File: src/hdl/vrfp_pkg.sv
// ----------------------------------------------------------------------------
// vrfp_pkg
// Shared constants and types for the video-transmitter response frame parser.
// ----------------------------------------------------------------------------
package vrfp_pkg;

  localparam int FRAME_LEN = 16;
  localparam int SUM_POS   = 14;
  localparam int CNT_W     = $clog2(FRAME_LEN);
  localparam int PAY_N     = 8;  // frame bytes 2..9 kept for decode
  localparam int PAY_IW    = $clog2(PAY_N);
  localparam int PAY_FIRST = 2;

  localparam logic [7:0] HDR_BYTE    = 8'h0F;
  localparam logic [7:0] CODE_LIMITS = 8'h72;  // 'r'
  localparam logic [7:0] CODE_STATUS = 8'h76;  // 'v'
  localparam logic [7:0] CODE_TEMP   = 8'h73;  // 's'

  localparam logic [1:0] KIND_LIMITS = 2'd0;
  localparam logic [1:0] KIND_STATUS = 2'd1;
  localparam logic [1:0] KIND_TEMP   = 2'd2;

  typedef enum logic [2:0] {
    PH_WAIT_HDR  = 3'b001,
    PH_WAIT_CODE = 3'b010,
    PH_DATA      = 3'b100
  } phase_t;

  typedef logic [PAY_N-1:0][7:0] payload_t;

  // Frame tracker to top level
  typedef struct packed {
    logic       good;       // final byte of a frame that passed both checks
    logic [1:0] kind;       // frame kind of the current frame
    logic       last_slot;  // next byte would close a frame
  } trk_status_t;

endpackage

File: src/hdl/vrfp_frame_tracker.sv
// ----------------------------------------------------------------------------
// vrfp_frame_tracker
// Byte-level framing: header and code check, payload capture, running sum
// and trailer check. Flags a good frame on its last byte.
// ----------------------------------------------------------------------------
module vrfp_frame_tracker
  import vrfp_pkg::*;
(
  input  logic        clk,
  input  logic        rst,
  input  logic        take,
  input  logic [7:0]  rx_byte,
  output trk_status_t status,
  output payload_t    payload
);

  phase_t             phase, phase_next;
  logic [CNT_W-1:0]   count, count_next;
  logic [7:0]         sum, sum_next;
  logic [7:0]         sum_byte, sum_byte_next;
  logic [1:0]         kind, kind_next;
  payload_t           payload_next;
  logic               good;
  logic [CNT_W-1:0]   pay_off;

  assign pay_off = count - CNT_W'(PAY_FIRST);

  always_comb begin
    phase_next    = phase;
    count_next    = count;
    sum_next      = sum;
    sum_byte_next = sum_byte;
    kind_next     = kind;
    payload_next  = payload;
    good          = 1'b0;
    case (phase)
      PH_WAIT_CODE: begin
        if (rx_byte inside {CODE_LIMITS, CODE_STATUS, CODE_TEMP}) begin
          case (rx_byte)
            CODE_LIMITS: kind_next = KIND_LIMITS;
            CODE_STATUS: kind_next = KIND_STATUS;
            default:     kind_next = KIND_TEMP;
          endcase
          sum_next   = rx_byte;
          count_next = CNT_W'(PAY_FIRST);
          phase_next = PH_DATA;
        end else begin
          // bad code: drop frame, byte is not retried as a header
          count_next = '0;
          phase_next = PH_WAIT_HDR;
        end
      end
      PH_DATA: begin
        if (count >= CNT_W'(PAY_FIRST) && count <= CNT_W'(PAY_FIRST + PAY_N - 1)) begin
          payload_next[pay_off[PAY_IW-1:0]] = rx_byte;
        end
        if (count < CNT_W'(SUM_POS)) begin
          sum_next = sum + rx_byte;
        end else if (count == CNT_W'(SUM_POS)) begin
          sum_byte_next = rx_byte;
        end
        if (count == CNT_W'(FRAME_LEN - 1)) begin
          good       = (sum == sum_byte) && (rx_byte == 8'h00);
          count_next = '0;
          phase_next = PH_WAIT_HDR;
        end else begin
          count_next = count + 1'b1;
        end
      end
      default: begin
        if (rx_byte == HDR_BYTE) begin
          count_next = CNT_W'(1);
          phase_next = PH_WAIT_CODE;
        end else begin
          count_next = '0;
          phase_next = PH_WAIT_HDR;
        end
      end
    endcase
  end

  always_ff @(posedge clk) begin
    if (rst) begin
      phase    <= PH_WAIT_HDR;
      count    <= '0;
      sum      <= '0;
      sum_byte <= '0;
      kind     <= KIND_LIMITS;
    end else if (take) begin
      phase    <= phase_next;
      count    <= count_next;
      sum      <= sum_next;
      sum_byte <= sum_byte_next;
      kind     <= kind_next;
    end
  end

  // payload bytes are always written before a frame decodes them
  always_ff @(posedge clk) begin
    if (take) begin
      payload <= payload_next;
    end
  end

  assign status.good      = take && good;
  assign status.kind      = kind;
  assign status.last_slot = (phase == PH_DATA) && (count == CNT_W'(FRAME_LEN - 1));

endmodule

File: src/hdl/vtx_response_frame_parser_core.sv
// ----------------------------------------------------------------------------
// vtx_response_frame_parser_core
// Finds 16-byte response frames in a received byte stream and reports the
// kept limits, status and temperature after each good frame.
// ----------------------------------------------------------------------------
// Usage:
//   Input channel (in_valid / in_stall / rx_byte): one received byte per
//   transfer. A byte is taken in each cycle with in_valid high and in_stall
//   low; the tracker registers its new state from that byte.
//   Output channel (out_valid / out_stall / result fields): one transfer per
//   good frame (header 0x0F, code r/v/s, sum of bytes 1..13 equal to byte 14,
//   byte 15 zero). Every transfer carries all kept values.
//   Result: valid in the cycle after the frame's last byte is taken.
//   Rate: one byte per cycle, except while in_stall holds off a closing byte.
//   Stall: the kept-value registers are the result register. While a result
//   waits under out_stall, bytes keep flowing; only a byte that would close
//   a frame is held off (in_stall) until the result is taken.
//   Reset (rst, synchronous): tracker back to waiting for a header, all kept
//   values and device_online cleared, no result pending.
// ----------------------------------------------------------------------------
module vtx_response_frame_parser_core
  import vrfp_pkg::*;
(
  input  logic               clk,
  input  logic               rst,
  // received bytes
  input  logic               in_valid,
  output logic               in_stall,
  input  logic [7:0]         rx_byte,
  // results
  output logic               out_valid,
  input  logic               out_stall,
  output logic [1:0]         frame_kind,
  output logic [15:0]        freq_min,
  output logic [15:0]        freq_max,
  output logic [15:0]        power_max,
  output logic [15:0]        cur_freq,
  output logic [15:0]        config_power,
  output logic [15:0]        cur_power,
  output logic [7:0]         pit_mode,
  output logic signed [15:0] temperature,
  output logic               device_online
);

  trk_status_t trk;
  payload_t    pay;
  logic        take;

  // Hold only the closing byte of a frame while a result is still waiting.
  assign in_stall = out_valid && out_stall && trk.last_slot;
  assign take     = in_valid && !in_stall;

  vrfp_frame_tracker u_tracker (
    .clk     (clk),
    .rst     (rst),
    .take    (take),
    .rx_byte (rx_byte),
    .status  (trk),
    .payload (pay)
  );

  // Result valid: set on a good frame, cleared once the transfer completes.
  always_ff @(posedge clk) begin
    if (rst) begin
      out_valid <= 1'b0;
    end else if (trk.good) begin
      out_valid <= 1'b1;
    end else if (!out_stall) begin
      out_valid <= 1'b0;
    end
  end

  // Kept values. Payload index 0 is frame byte 2; words are little endian.
  always_ff @(posedge clk) begin
    if (rst) begin
      frame_kind    <= KIND_LIMITS;
      freq_min      <= '0;
      freq_max      <= '0;
      power_max     <= '0;
      cur_freq      <= '0;
      config_power  <= '0;
      cur_power     <= '0;
      pit_mode      <= '0;
      temperature   <= '0;
      device_online <= 1'b0;
    end else if (trk.good) begin
      frame_kind <= trk.kind;
      case (trk.kind)
        KIND_LIMITS: begin
          freq_min      <= {pay[1], pay[0]};
          freq_max      <= {pay[3], pay[2]};
          power_max     <= {pay[5], pay[4]};
          device_online <= 1'b1;
        end
        KIND_STATUS: begin
          cur_freq     <= {pay[1], pay[0]};
          config_power <= {pay[3], pay[2]};
          cur_power    <= {pay[7], pay[6]};
          pit_mode     <= pay[5];
        end
        default: begin
          temperature <= {pay[5], pay[4]};  // frame bytes 6-7
        end
      endcase
    end
  end

  // A stalled result stays valid and keeps every field.
  a_result_hold: assert property (@(posedge clk) disable iff (rst)
    out_valid && out_stall |=> out_valid &&
      $stable({frame_kind, freq_min, freq_max, power_max, cur_freq,
               config_power, cur_power, pit_mode, temperature, device_online}))
    else $error("stalled result changed");

  // Once online, stays online until reset.
  a_online_sticky: assert property (@(posedge clk) disable iff (rst)
    device_online |=> device_online)
    else $error("device_online dropped");

  // A limits result always reports the device online.
  a_limits_online: assert property (@(posedge clk) disable iff (rst)
    out_valid && frame_kind == KIND_LIMITS |-> device_online)
    else $error("limits result without device_online");

  // The input is only held off at a frame's closing byte while a result waits.
  a_stall_cause: assert property (@(posedge clk) disable iff (rst)
    in_stall |-> out_valid && trk.last_slot)
    else $error("input stalled outside a pending frame close");

endmodule
File: config.mk
export PLATFORM = sky130hd
export DESIGN_NAME = vtx_response_frame_parser_core
export DESIGN_NICKNAME = d
export VERILOG_FILES = /design/src/hdl/vrfp_pkg.sv /design/src/hdl/vrfp_frame_tracker.sv /design/src/hdl/vtx_response_frame_parser_core.sv
export SDC_FILE = /design/constraint.sdc
export NUM_CORES = 1
export LEC_CHECK = 0
export ABC_AREA = 1
export BUFFER_PORTS_ARGS = -buffer_cell sky130_fd_sc_hd__buf_2
export CORE_AREA = 2 2 172 132
export CTS_CLUSTER_SIZE = 8
export DETAILED_ROUTE_END_ITERATION = 8
export DIE_AREA = 0 0 174 134
export HOLD_SLACK_MARGIN = 0.12
export PLACE_DENSITY = 0.61
export SETUP_SLACK_MARGIN = 0.15
export SYNTH_ARGS = -nofsm -noshare
export SYNTH_HDL_FRONTEND = slang
export SYNTH_SLANG_ARGS = --single-unit
export TNS_END_PERCENT = 50
File: constraint.sdc
create_clock -name clk -period 3.5 [get_ports clk]
set_input_delay 0.525 -clock clk [delete_from_list [all_inputs] [get_ports clk]]
set_output_delay 0.525 -clock clk [all_outputs]
set_load 0.05 [all_outputs]
; After elaboration in Yosys (flattened, before gate mapping)
; Cells that the tools add are included.
[classes]
add_sub_neg = 3
mux = 19
order_cmp = 5
n_eq_ne = 14
n_bitwise = 2
reduce_logical = 22
[ops]
columns = cell, count
row1 = bitwise mux 64 bit, 1
row2 = demux 8 bit (select 3 bit), 1
row3 = "== test 8 x 7 -> 1 bit, second input constant", 3
row4 = two-way mux 8 bit, 3
row5 = one-hot mux 8 bit (2 select lines), 1
row6 = adder 8 bit, 1
row7 = "== test 4 bit, second input constant", 2
row8 = "== test 8 x 4 -> 1 bit, second input constant", 1
row9 = == test 8 bit, 1
row10 = logical AND 1 bit, 8
row11 = logical NOT 8 bit, 1
row12 = "!= test 2 x 1 -> 1 bit, second input constant", 4
row13 = one-hot mux 4 bit (2 select lines), 1
row14 = AND reduction 2 bit, 4
row15 = AND reduction 4 bit, 2
row16 = two-way mux 3 bit, 2
row17 = one-hot mux 3 bit (2 select lines), 1
row18 = AND reduction 3 bit, 2
row19 = two-way mux 1 bit, 5
row20 = "adder 4 x 1 -> 4 bit, second input constant", 1
row21 = ">= comparator 4 x 2 -> 1 bit, second input constant", 1
row22 = "<= comparator 4 bit, second input constant", 1
row23 = "< comparator 3 x 4 -> 1 bit, second input constant", 1
row24 = "< comparator 4 bit, second input constant", 1
row25 = other kinds (14), 16
[word_totals]
input_bits = 12
output_inout_bits = 125
reg_bits = 213
elab_cells = 89

; Depth between registers and ports, before layout
; Gate-level depths: netlist of the first run.
[depth]
depth_word = 7
mapped_depth = 13
mapped_depth_nobuf = 11

; Modules after synthesis
; From an unflattened synthesis of the first run, not the netlist that was laid out.
[hier_totals]
hier_cells = 1080
area_unflattened_um2 = 8750.9
[by_module_without_submodules]
columns = mod, cells_each, seq_area_each_um2, n_inst, area_each_um2
row1 = vtx_response_frame_parser_core, 760, 2482.4, 1, 5099.9
row2 = vrfp_frame_tracker, 320, 2422.3, 1, 3651.0

; Worst setup path before layout of the first run
; OpenSTA, ideal clock, no wires.
[synth_path]
kind = reg2reg
startpoint = register u_tracker.count[0]
endpoint = register u_tracker.payload[16] in the netlist's numbering (enable)
path_stages_with_launch = 11
path_buffers = 0
synth_period_minus_slack_ns = 2.127
arrival_ns = 1.757
slack_ns = 1.373
required_time_ns = 3.130
setup_time_ns = 0.370
path_cell_list = dfxtp_1 > ha_1 > nand3_2 > nor2_2 > nand2_2 > nand2_4 > inv_2 > nand2_1 > a211oi_1 > nand2_1 > nor2_1
[synth_via]
elab_chain_cells = 6
elab_cells_between_ends = 9
cone_classes = 2 x order compare / 1 x eq/ne / 6 x reduce/logical
[synth_rtl]
columns = item, line_no
row1 = start: declaration, vrfp_frame_tracker.sv:18  ; logic [CNT_W-1:0] count, count_next;
row2 = start signal: assignment, vrfp_frame_tracker.sv:91  ; count <= count_next;
row3 = == test 4 bit, vrfp_frame_tracker.sv:107  ; assign status.last_slot = (phase == PH_DATA) && (count == CNT_W'(FRAME_LEN - 1));
row4 = logical AND 1 bit, vrfp_frame_tracker.sv:107
row5 = logical AND 1 bit, vtx_response_frame_parser_core.sv:50  ; assign in_stall = out_valid && out_stall && trk.last_slot;
row6 = logical NOT 1 bit, vtx_response_frame_parser_core.sv:51  ; assign take = in_valid && !in_stall;
row7 = logical AND 1 bit, vtx_response_frame_parser_core.sv:51
row8 = AND reduction 3 bit (no source line) *, -
row9 = end signal: assignment, vrfp_frame_tracker.sv:101  ; payload <= payload_next;
row10 = end: declaration, vrfp_frame_tracker.sv:14  ; output payload_t payload
; Mark *: on every way between the ends. The rest lies on a longest branch, timed or not.
; A chain may end at the register's enable or synchronous reset.

; Worst setup path after layout of the first run
[layout_path]
startpoint = register u_tracker.count[0]
endpoint = register u_tracker.payload[0] in the netlist's numbering (enable)
; Same word-level chain as after synthesis.

==> run metrics, run 1 <==
slew margin rel. 0.503; MaxCap Viol Count 0; largest family of logic cells by synthesized area simple AND/OR/NAND/NOR gates; synthesis-to-layout area growth 19.5%; final setup fails 0; post-CTS sizing 0; CTS tree done; CP Class register to register; crit path DAT roughly 2.8 ns; Synth cell types 34; CTS H-tree depth 1; mean routed wirelength per cell 14.6 microns; Filler Cell Count between 2000 and 2500; post-synthesis register bit count about 210; vias 7020; I/O Buffers 136; Slowest-stage cell, CP nor2_1; Die Height ~130 microns; end of the critical path u_tracker.payload[0]; post-synthesis mux area share 0; gr usage total 0.186; P_int around 4.2 mW; num ports 137; vias in the first global route ~6500; hold_buf cts 0; area occupied by multi-input gates between 0.003 and 0.004 sq mm; Max stage delay on crit path ~0.59 ns; Starting Density 0.403; fin crit share 0.749; Clk network pwr share 0.493; Placement Cell Area 0.00958 sq mm; Critical Path Start u_tracker.count[0]; Synth Warn # 0; maximum clock frequency approximately 380 MHz; worst slew pin tran between 0.7 and 0.8 ns; CP Max Fanout 9; core area between 0.02 and 0.025 sq mm; Detailed Routing Iterations Pass 1 5; initial antenna violation count 0; clk slew on worst S/H paths approximately 0.06 ns; die footprint 0.0233 sq mm; TritonCTS Buffers 30; Worst-Skew Late Latency between 0.5 and 0.6 ns; worst flop-to-flop path startpoint u_tracker.count[0]; DR iter-0 viols approximately 580; Detail Route Antenna Nets 0; outcome completed; simple-gate share of the synthesized area 0.280; cell count after synthesis around 1100; CTS sink count between 200 and 250; register area share after synthesis 0.563; P per Cell Area between 500 and 600 mW/mm^2; Final min period roughly 2.6 ns; # Post-CTS Setup Buffers 0; setup_tns 0 ns; Hold Vio Cnt, Final 0; NetSw 1.14 mW; DRC violations left 0; Synth Area per Inst just over 8 sq um; DR vias/cell about 4.6; reg2reg path depth 10; design area between 0.01 and 0.015 sq mm; Gate power share 0.026; routability cong. roughly 0.85; CP required ~3.7 ns; LEAKAGE approximately 4.7 nW; Antenna Cells 0; reg2reg setup slack between 0.8 and 0.9 ns; Post-Synth Adder-Cell Area 0.0166; routed wire length roughly 22000 microns; Worst VDD drop ~0.32 mV; register area ~0.0049 sq mm; DPL Wire Length ~14000 microns; first-pass GRT wire length ~35000 microns; sequential share of power 0.481; skew final between 0.01 and 0.015 ns; most frequent CP cell nand2_1; Die X between 150 and 200 microns; worst min path class input port to register; Mapped Area slightly below 0.009 sq mm; Slew Viols, Final 0; CP Capture Type register; final net count roughly 1200; Root Buffer clkbuf_16; Worst Setup Start Kind register; largest net degree at the start of global routing 85; Cell Chain, Critical Path ha_1 > nand3_2 > nor2_2 > nand2_2 > nand2_4 > inv_2 > nand2_1 > a211oi_1 > nand2_1 > nor2_1; Overflow after GRT 0; CTS max path bufs 3; final core occ 0.481; Critical R2R Capture u_tracker.payload[0]; XOR/XNOR Fraction of Synth Area 0.00402; Site Rows 47; fraction of layout cells with a size suffix above 1 0.160; RSZ-0062 raised after global routing no; syn nets between 1000 and 1500; sw frac 0.214; Synth Area in Compound Gates 0.0442
## kinds of logic (layout without fill, tap and decap cells)
| kind of cell | Yosys count | count (layout) |
|---|---|---|
| AND/OR/NAND/NOR | 586 | 586 |
| flip-flops | 213 | 213 |
| buffers and inverters | 192 | 333 |
| AO/OA/AOI/OAI | 74 | 74 |
| adder cells (fa/ha/maj) | 11 | 11 |
| XOR/XNOR | 4 | 4 |
## sequential cells by signal, summed over array words and instances, names as in the netlist, 16 cells and up
register and cells:
freq_min 16, config_power 16, temperature 16, u_tracker.payload 64, power_max 16, cur_power 16
freq_max 16, cur_freq 16
## stage by stage
step	hold WS [ns]	setup WS [ns]	power, mW	cells
after floorplan	0.444	1.37	2.68	1080
after global placement	0.445	0.840	2.73	1464
after detailed placement	0.441	0.822	2.73	1464
final	0.310	0.880	5.30	1515
after CTS	0.289	0.889	5.35	1515
after global routing	0.336	0.643	5.48	1515
## critical path: cells and delay by family, from the launching register on
kind                       cells  cell delay (ns)
and+or+nand+nor                7             1.21
DFF                            1             0.37
adders and majority gates      1             0.26
AOI/OAI and AO/OA              1             0.25
buffers and inverters          1             0.13
## cell type report
type	instances	share of cell area
Sequential cell	213	0.471
Multi-Input combinational cell	675	0.289
Clock buffer	49	0.0789
Timing Repair Buffer	146	0.0749
Inverter	136	0.0492
Tap cell	294	0.0353
Clock inverter	2	0.00204
## power by group through the flow
stage	sequential (mW)	combinational (mW)	clock, mW
4_1_cts	2.55	0.138	2.67
3_5_place_dp	2.60	0.137	0
3_3_place_gp	2.60	0.136	0
6_report	2.55	0.137	2.61
2_1_floorplan	2.60	0.0820	0
5_1_grt	2.55	0.155	2.78
## cell usage after synthesis
master,count,area share
nand3_4,1,0.0020
buf_1,7,0.0030
nor2_1,257,0.11
nor3_2,1,0.0011
buf_2,11,0.0063
nor3_4,1,0.0019
xnor2_1,2,0.0020
nand2_2,2,0.0014
nor2b_1,1,0.00072
clkbuf_1,24,0.010
nand3_2,1,0.0011
edfxtp_1,64,0.22
fa_1,1,0.0023
buf_4,8,0.0069
buf_6,6,0.0078
a31oi_1,2,0.0014
or2_2,2,0.0014
ha_1,10,0.014
nor2_4,2,0.0026
nor2_2,1,0.00072
a211oi_1,3,0.0026
dfxtp_1,149,0.34
inv_1,134,0.058
nand3_1,115,0.066
nor3_1,6,0.0034
a21o_1,1,0.00086
inv_2,2,0.00086
nand4_1,4,0.0029
xor2_1,2,0.0020
a21oi_1,29,0.017
nand2_1,191,0.082
o21bai_1,1,0.00086
o21ai_0,38,0.022
nand2_4,1,0.0013
## metal layers
layer | wire length [microns] | GRT usage | vias up | part of all wire
met2 | 9600 | 0.295 | 201 | 0.44
li1 | - | - | 3624 | -
met1 | 10700 | 0.267 | 3161 | 0.49
met4 | 384 | 0.0448 | 0 | 0.017
met3 | 1360 | 0.0323 | 34 | 0.062
met5 | 0 | 0 | - | 0
## layout by cell type (no fill, tap or decap), drive strengths merged, types with 2 or more instances in the layout
master	count
nor3	8
nand2	194
clkbuf	49
nor2	260
a21oi	29
dfxtp	149
nand3	117
edfxtp	64
o21ai	38
xor2	2
a31oi	2
clkinv	2
xnor2	2
or2	2
buf	146
nand4	4
ha	10
a211oi	3
inv	136
## worst min-delay path by stage
stage | slack (ns) | to | cells past startpoint | startpoint
floorplan | 0.44 | u_tracker.sum_byte[0] | 2 | u_tracker.sum_byte[0]
global placement | 0.45 | device_online | 2 | device_online
detailed placement | 0.44 | frame_kind[0] | 2 | frame_kind[0]
CTS | 0.29 | out_valid | 3 | out_stall
global route | 0.34 | out_valid | 3 | out_stall
finish | 0.31 | out_valid | 3 | out_stall
Note: power is estimated with default switching activity, not from simulation.
==> run 2, diff against run 1 <==
--- a/config.mk
+++ b/config.mk
@@ -12,7 +12,7 @@
 export DETAILED_ROUTE_END_ITERATION = 8
 export DIE_AREA = 0 0 174 134
 export HOLD_SLACK_MARGIN = 0.12
-export PLACE_DENSITY = 0.61
+export PLACE_DENSITY = 0.63
 export SETUP_SLACK_MARGIN = 0.15
 export SYNTH_ARGS = -nofsm -noshare
 export SYNTH_HDL_FRONTEND = slang
==> constraint.sdc (replaced) <==
create_clock -name clk -period 2.32 [get_ports clk]
set_input_delay 0.348 -clock clk [delete_from_list [all_inputs] [get_ports clk]]
set_output_delay 0.348 -clock clk [all_outputs]
set_load 0.05 [all_outputs]
==> run metrics, run 2 (synthesis results as in run 1) <==
outcome completed; slew margin rel. 0.630 (+0.127); Hold Crit Start rst; Top reg by flops u_tracker.payload; Final min period 2.07 ns (-0.549 ns); final net count 1264 (+3.2%); num ports 137 (unchanged); TritonCTS Buffers 30 (unchanged); Hold Path Stages 2 (-1); max reg flops 64 (unchanged); CP required 2.56 ns (-1.10 ns); DPL Wire Length 14600 microns (+5.0%); RSZ-0062 raised after global routing no; gr usage total 0.179 (-0.00747); Worst Setup Start Kind register; setup_tns 0 ns (unchanged); Max stage delay on crit path 0.37 ns (-0.22 ns); skew final 0.0233 ns (+0.00867 ns); Die X 174 microns (unchanged); fin crit share 0.893 (+0.144); Starting Density 0.403 (unchanged); Antenna Cells 0 (unchanged); non-filler cells, final 1551 (+2.4%); Worst VDD drop 0.545 mV (+70%); Slew Viols, Final 0 (unchanged); CTS H-tree depth 1 (unchanged); P per Cell Area 729 mW/mm^2 (+43%); die footprint 0.0233 sq mm (unchanged); initial antenna violation count 0 (unchanged); CP Max Fanout 8 (-1); reg2reg path depth 11 (+1); core area 0.0216 sq mm (unchanged); largest net degree at the start of global routing 53 (-38%); clk slew on worst S/H paths 0.05 ns (about the same); MaxCap Viol Count 0 (unchanged); Worst-Skew Late Latency 0.54 ns (about the same); CTS tree done; worst slew pin tran 0.555 ns (-0.188 ns); worst min path class input port to register; routability cong. 0.877 (+3.5%); vias 7318 (+4.2%); Critical R2R Capture u_tracker.payload[5]; most common cell after layout, fill and taps aside nor2_1; CP Class register to register; I/O Buffers 136 (unchanged); Hold Path End device_online; worst flop-to-flop path startpoint u_tracker.count[0]; DR vias/cell 4.72 (+1.8%); reg2reg setup slack 0.25 ns (-0.63 ns); routed wire length 22900 microns (+3.7%); final setup fails 0 (unchanged); Overflow after GRT 0 (unchanged); first-pass GRT wire length 33700 microns (-3.4%); DR iter-0 viols 460 (-20%); synthesis-to-layout area growth 25.1%; CTS sink count 213 (unchanged); maximum clock frequency 483 MHz (+27%); CTS max path bufs 3 (unchanged); Cell Chain, Critical Path ha_4 > nand3_2 > nor2_4 > nand2_2 > nand2_4 > inv_6 > nand2_1 > a211oi_2 > nand2_2 > nor2_2 > buf_6; CP Capture Type register; Hold Vio Cnt, Final 0 (unchanged); Detail Route Antenna Nets 0 (unchanged); Critical Path Start u_tracker.count[0]; most frequent cells in the layout nor2_1 (251), nand2_1 (188), dfxtp_1 (146); vias in the first global route 6514 (+0.34%); Site Rows 47 (unchanged); DRC violations left 0 (unchanged); Inst Count DP 1491 (+1.8%); Detailed Routing Iterations Pass 1 5 (unchanged); Die Height 134 microns (unchanged); mean routed wirelength per cell 14.7 microns (+1.3%); fraction of layout cells with a size suffix above 1 0.195 (+0.0352); LEAKAGE 4.92 nW (+4.8%); crit path DAT 2.31 ns (-0.47 ns); Slowest-stage cell, CP dfxtp_4; most frequent CP cell nand2_2; Root Buffer clkbuf_16
## run 2: layout make-up
| class | instances | area [sq um] |
|---|---|---|
| clock buffers | 46 | 811 |
| clock inverters | 2 | 21.3 |
| fillers | 2160 | 10700 |
| inverters | 136 | 518 |
| multi-input cells | 675 | 3050 |
| flip-flops and latches | 213 | 4910 |
| well taps | 294 | 368 |
| repair buffers | 185 | 1220 |
## run 2: repair_timing
| action | 4_1_cts | 5_1_grt |
|---|---|---|
| setup buffers | 0 | 4 |
| pin swaps | 0 | 9 |
| setup endpoints to repair | 35 | 132 |
| hold buffers | 2 | 0 |
| gates cloned | 0 | 6 |
| endpoints found under the hold margin | 3 | 0 |
| gates resized for setup | 4 | 23 |
## run 2: worst max-delay path, delay by kind of cell (launching register included)
| family | cells | cell delay [ns] |
|---|---|---|
| and+or+nand+nor | 7 | 0.71 |
| DFF | 1 | 0.37 |
| adders and majority gates | 1 | 0.17 |
| AOI/OAI and AO/OA | 1 | 0.32 |
| buffers and inverters | 2 | 0.22 |
## run 2: metal layers
layer | track usage | part of all wire
met3 | 0.0420 | 0.062
met1 | 0.258 | 0.49
met4 | 0.0415 | 0.018
met5 | 0 | 0
met2 | 0.273 | 0.43
## run 2: power breakdown
group / total [mW] / internal [mW] / switching [mW] / leakage (nW)
clock: 3.88 / 2.36 / 1.52 / 0.399
combinational: 0.227 / 0.0724 / 0.155 / 2.74
sequential: 3.84 / 3.84 / 0.00486 / 1.78
total: 7.95 / 6.27 / 1.68 / 4.92
## run 2: stage by stage
stage                     area (sq um)  utilization  setup slack (ns)  hold slack (ns)  power [mW]
final                            10900        0.504             0.249            0.186        7.95
after global placement            9820        0.454             0.199            0.439        4.14
after global routing             10900        0.504             0.122            0.197        8.22
after floorplan                   8720            -             0.193            0.426        4.04
after CTS                        10700        0.493             0.157            0.165        8.02
after detailed placement          9820        0.454             0.138            0.446        4.14
## run 2: worst max-delay path by stage
| stage | cells after the start | slack [ns] | end |
|---|---|---|---|
| after detailed placement | 11 | 0.14 | u_tracker.payload[13] |
| final | 11 | 0.25 | u_tracker.payload[5] |
| after CTS | 11 | 0.16 | u_tracker.payload[11] |
| after global routing | 11 | 0.12 | u_tracker.payload[6] |
| after floorplan | 10 | 0.19 | u_tracker.payload[16] |
| after global placement | 11 | 0.20 | u_tracker.payload[53] |
==> run 3, diff against run 2 <==
==> constraint.sdc (replaced) <==
create_clock -name clk -period 2.32 [get_ports clk]
set_input_delay 0.464 -clock clk [delete_from_list [all_inputs] [get_ports clk]]
set_output_delay 0.464 -clock clk [all_outputs]
set_load 0.1 [all_outputs]
==> run metrics, run 3 (synthesis results as in run 1) <==
maximum clock frequency 476 MHz (-1.3%); Overflow after GRT 0 (unchanged); CP required 1.86 ns (-0.70 ns); LEAKAGE 4.86 nW (-1.2%); Worst-Skew Late Latency 0.54 ns (about the same); outcome completed; most frequent cells in the layout nor2_1 (249), nand2_1 (189), dfxtp_1 (144); most common cell after layout, fill and taps aside nor2_1; Starting Density 0.403 (unchanged); DRC violations left 0 (unchanged); Worst Setup Start Kind register; Slowest-stage cell, CP dfxtp_4; reg2reg path depth 13 (+2); routed wire length 22300 microns (-2.5%); worst min path class input port to register; crit path DAT 1.63 ns (-0.68 ns); vias 7237 (-1.1%); DPL Wire Length 14900 microns (+2.2%); sw frac 0.212 (about the same); P_int 6.29 mW (+0.40%); Final min period 2.10 ns (+0.0278 ns); gr usage total 0.188 (+0.00957); Critical R2R Capture cur_freq[14]; Detail Route Antenna Nets 0 (unchanged); worst flop-to-flop path startpoint u_tracker.count[1]; Hold Path Stages 1 (-1); non-filler cells, final 1545 (-0.39%); Detailed Routing Iterations Pass 1 5 (unchanged); Bufs and invs on worst path 2 (unchanged); CP Class register to primary output; initial antenna violation count 0 (unchanged); Die X 174 microns (unchanged); CP Max Fanout 5 (-3); fraction of layout cells with a size suffix above 1 0.193 (-0.00146); Hold Path End u_tracker.payload[9]; Cell Chain, Critical Path ha_4 > nand3_2 > nor2_4 > nand2_2 > inv_2 > buf_12; RSZ-0062 raised after global routing yes; vias in the first global route 6796 (+4.3%); CTS max path bufs 3 (unchanged); skew final 0.0178 ns (-0.00545 ns); Top reg by flops u_tracker.payload; first-pass GRT wire length 35500 microns (+5.3%); P per Cell Area 739 mW/mm^2 (+1.4%); Gate power share 0.029 (about the same); Hold Vio Cnt, Final 0 (unchanged); final setup fails 0 (unchanged); CTS sink count 213 (unchanged); fin crit share 0.905 (+0.0120); Max stage delay on crit path 0.37 ns (about the same); num ports 137 (unchanged); top cell family by delay on the critical path flip-flops; I/O Buffers 136 (unchanged); slew margin rel. 0.530 (-0.0995); CP Capture Type primary output; worst slew pin tran 0.705 ns (+0.149 ns); core area 0.0216 sq mm (unchanged); Clk network pwr share 0.489 (about the same); final net count 1255 (-0.71%); clk slew on worst S/H paths 0.06 ns (about the same); CTS tree done; Hold Crit Start rx_byte[1]; setup_tns 0 ns (unchanged); sequential share of power 0.481 (-0.002); Slew Viols, Final 0 (unchanged); largest net degree at the start of global routing 65 (+23%); max reg flops 64 (unchanged); Worst VDD drop 0.529 mV (-2.9%); DR vias/cell 4.68 (-0.72%); mean routed wirelength per cell 14.4 microns (-2.1%); CTS H-tree depth 1 (unchanged); synthesis-to-layout area growth 23.9%; Die Height 134 microns (unchanged); die footprint 0.0233 sq mm (unchanged); TritonCTS Buffers 30 (unchanged); MaxCap Viol Count 0 (unchanged); routability cong. 0.853 (-2.7%); Antenna Cells 0 (unchanged); Root Buffer clkbuf_16; reg2reg setup slack 0.30 ns (+0.05 ns); DR iter-0 viols 597 (+30%); Site Rows 47 (unchanged); NetSw 1.69 mW (+0.40%); Inst Count DP 1490 (-0.067%)
## run 3: final cells by class
cell class                      instances  area, sq um
Clock buffer                           49          822
Multi-Input combinational cell        675         3070
Sequential cell                       213         4920
Timing Repair Buffer                  176         1080
Inverter                              136          513
Clock inverter                          2         21.3
Fill cell                            2150        10800
Tap cell                              294          368
## run 3: worst max-delay path by stage
stage / from / to / slack [ns] / depth (start not counted)
detailed placement: u_tracker.count[0] / u_tracker.payload[21] / 0.007 / 10
CTS: u_tracker.count[1] / in_stall / 0.04 / 6
finish: u_tracker.count[1] / in_stall / 0.22 / 6
floorplan: u_tracker.count[0] / u_tracker.payload[0] / 0.29 / 10
global route: u_tracker.count[1] / pit_mode[5] / 0.14 / 13
global placement: out_stall / u_tracker.payload[18] / 0.03 / 10
## run 3: metrics by stage
stage / setup slack (ns) / area (sq um) / power, mW / hold WS [ns] / util
floorplan: 0.289 / 8740 / 4.04 / 0.444 / -
global placement: 0.0312 / 9860 / 4.15 / 0.442 / 0.455
detailed placement: 0.00740 / 9860 / 4.15 / 0.442 / 0.455
CTS: 0.0361 / 10700 / 8.08 / 0.241 / 0.495
global route: 0.141 / 10800 / 8.27 / 0.261 / 0.499
finish: 0.221 / 10800 / 7.98 / 0.266 / 0.499
## run 3: routing by layer
| layer | wire length, microns | vias to the layer above | global-route usage |
|---|---|---|---|
| met4 | 410 | 0 | 0.0415 |
| li1 | - | 3680 | - |
| met2 | 9400 | 194 | 0.285 |
| met1 | 11100 | 3324 | 0.282 |
| met5 | 0 | - | 0 |
| met3 | 1440 | 39 | 0.0332 |
## run 3: timing repair
action	4_1_cts	5_1_grt
hold buffers	0	0
hold endpoints to repair	0	0
buffers inserted	0	4
setup endpoints to repair	21	170
pin swaps	0	2
gates resized for setup	7	12
## run 3: power groups by stage
stage                     Clock, mW  Combinational (mW)  Sequential [mW]
after floorplan                   0               0.124             3.92
after global placement            0               0.230             3.92
after detailed placement          0               0.229             3.92
after CTS                      4.00               0.230             3.84
after global routing           4.18               0.261             3.84
final                          3.91               0.233             3.84
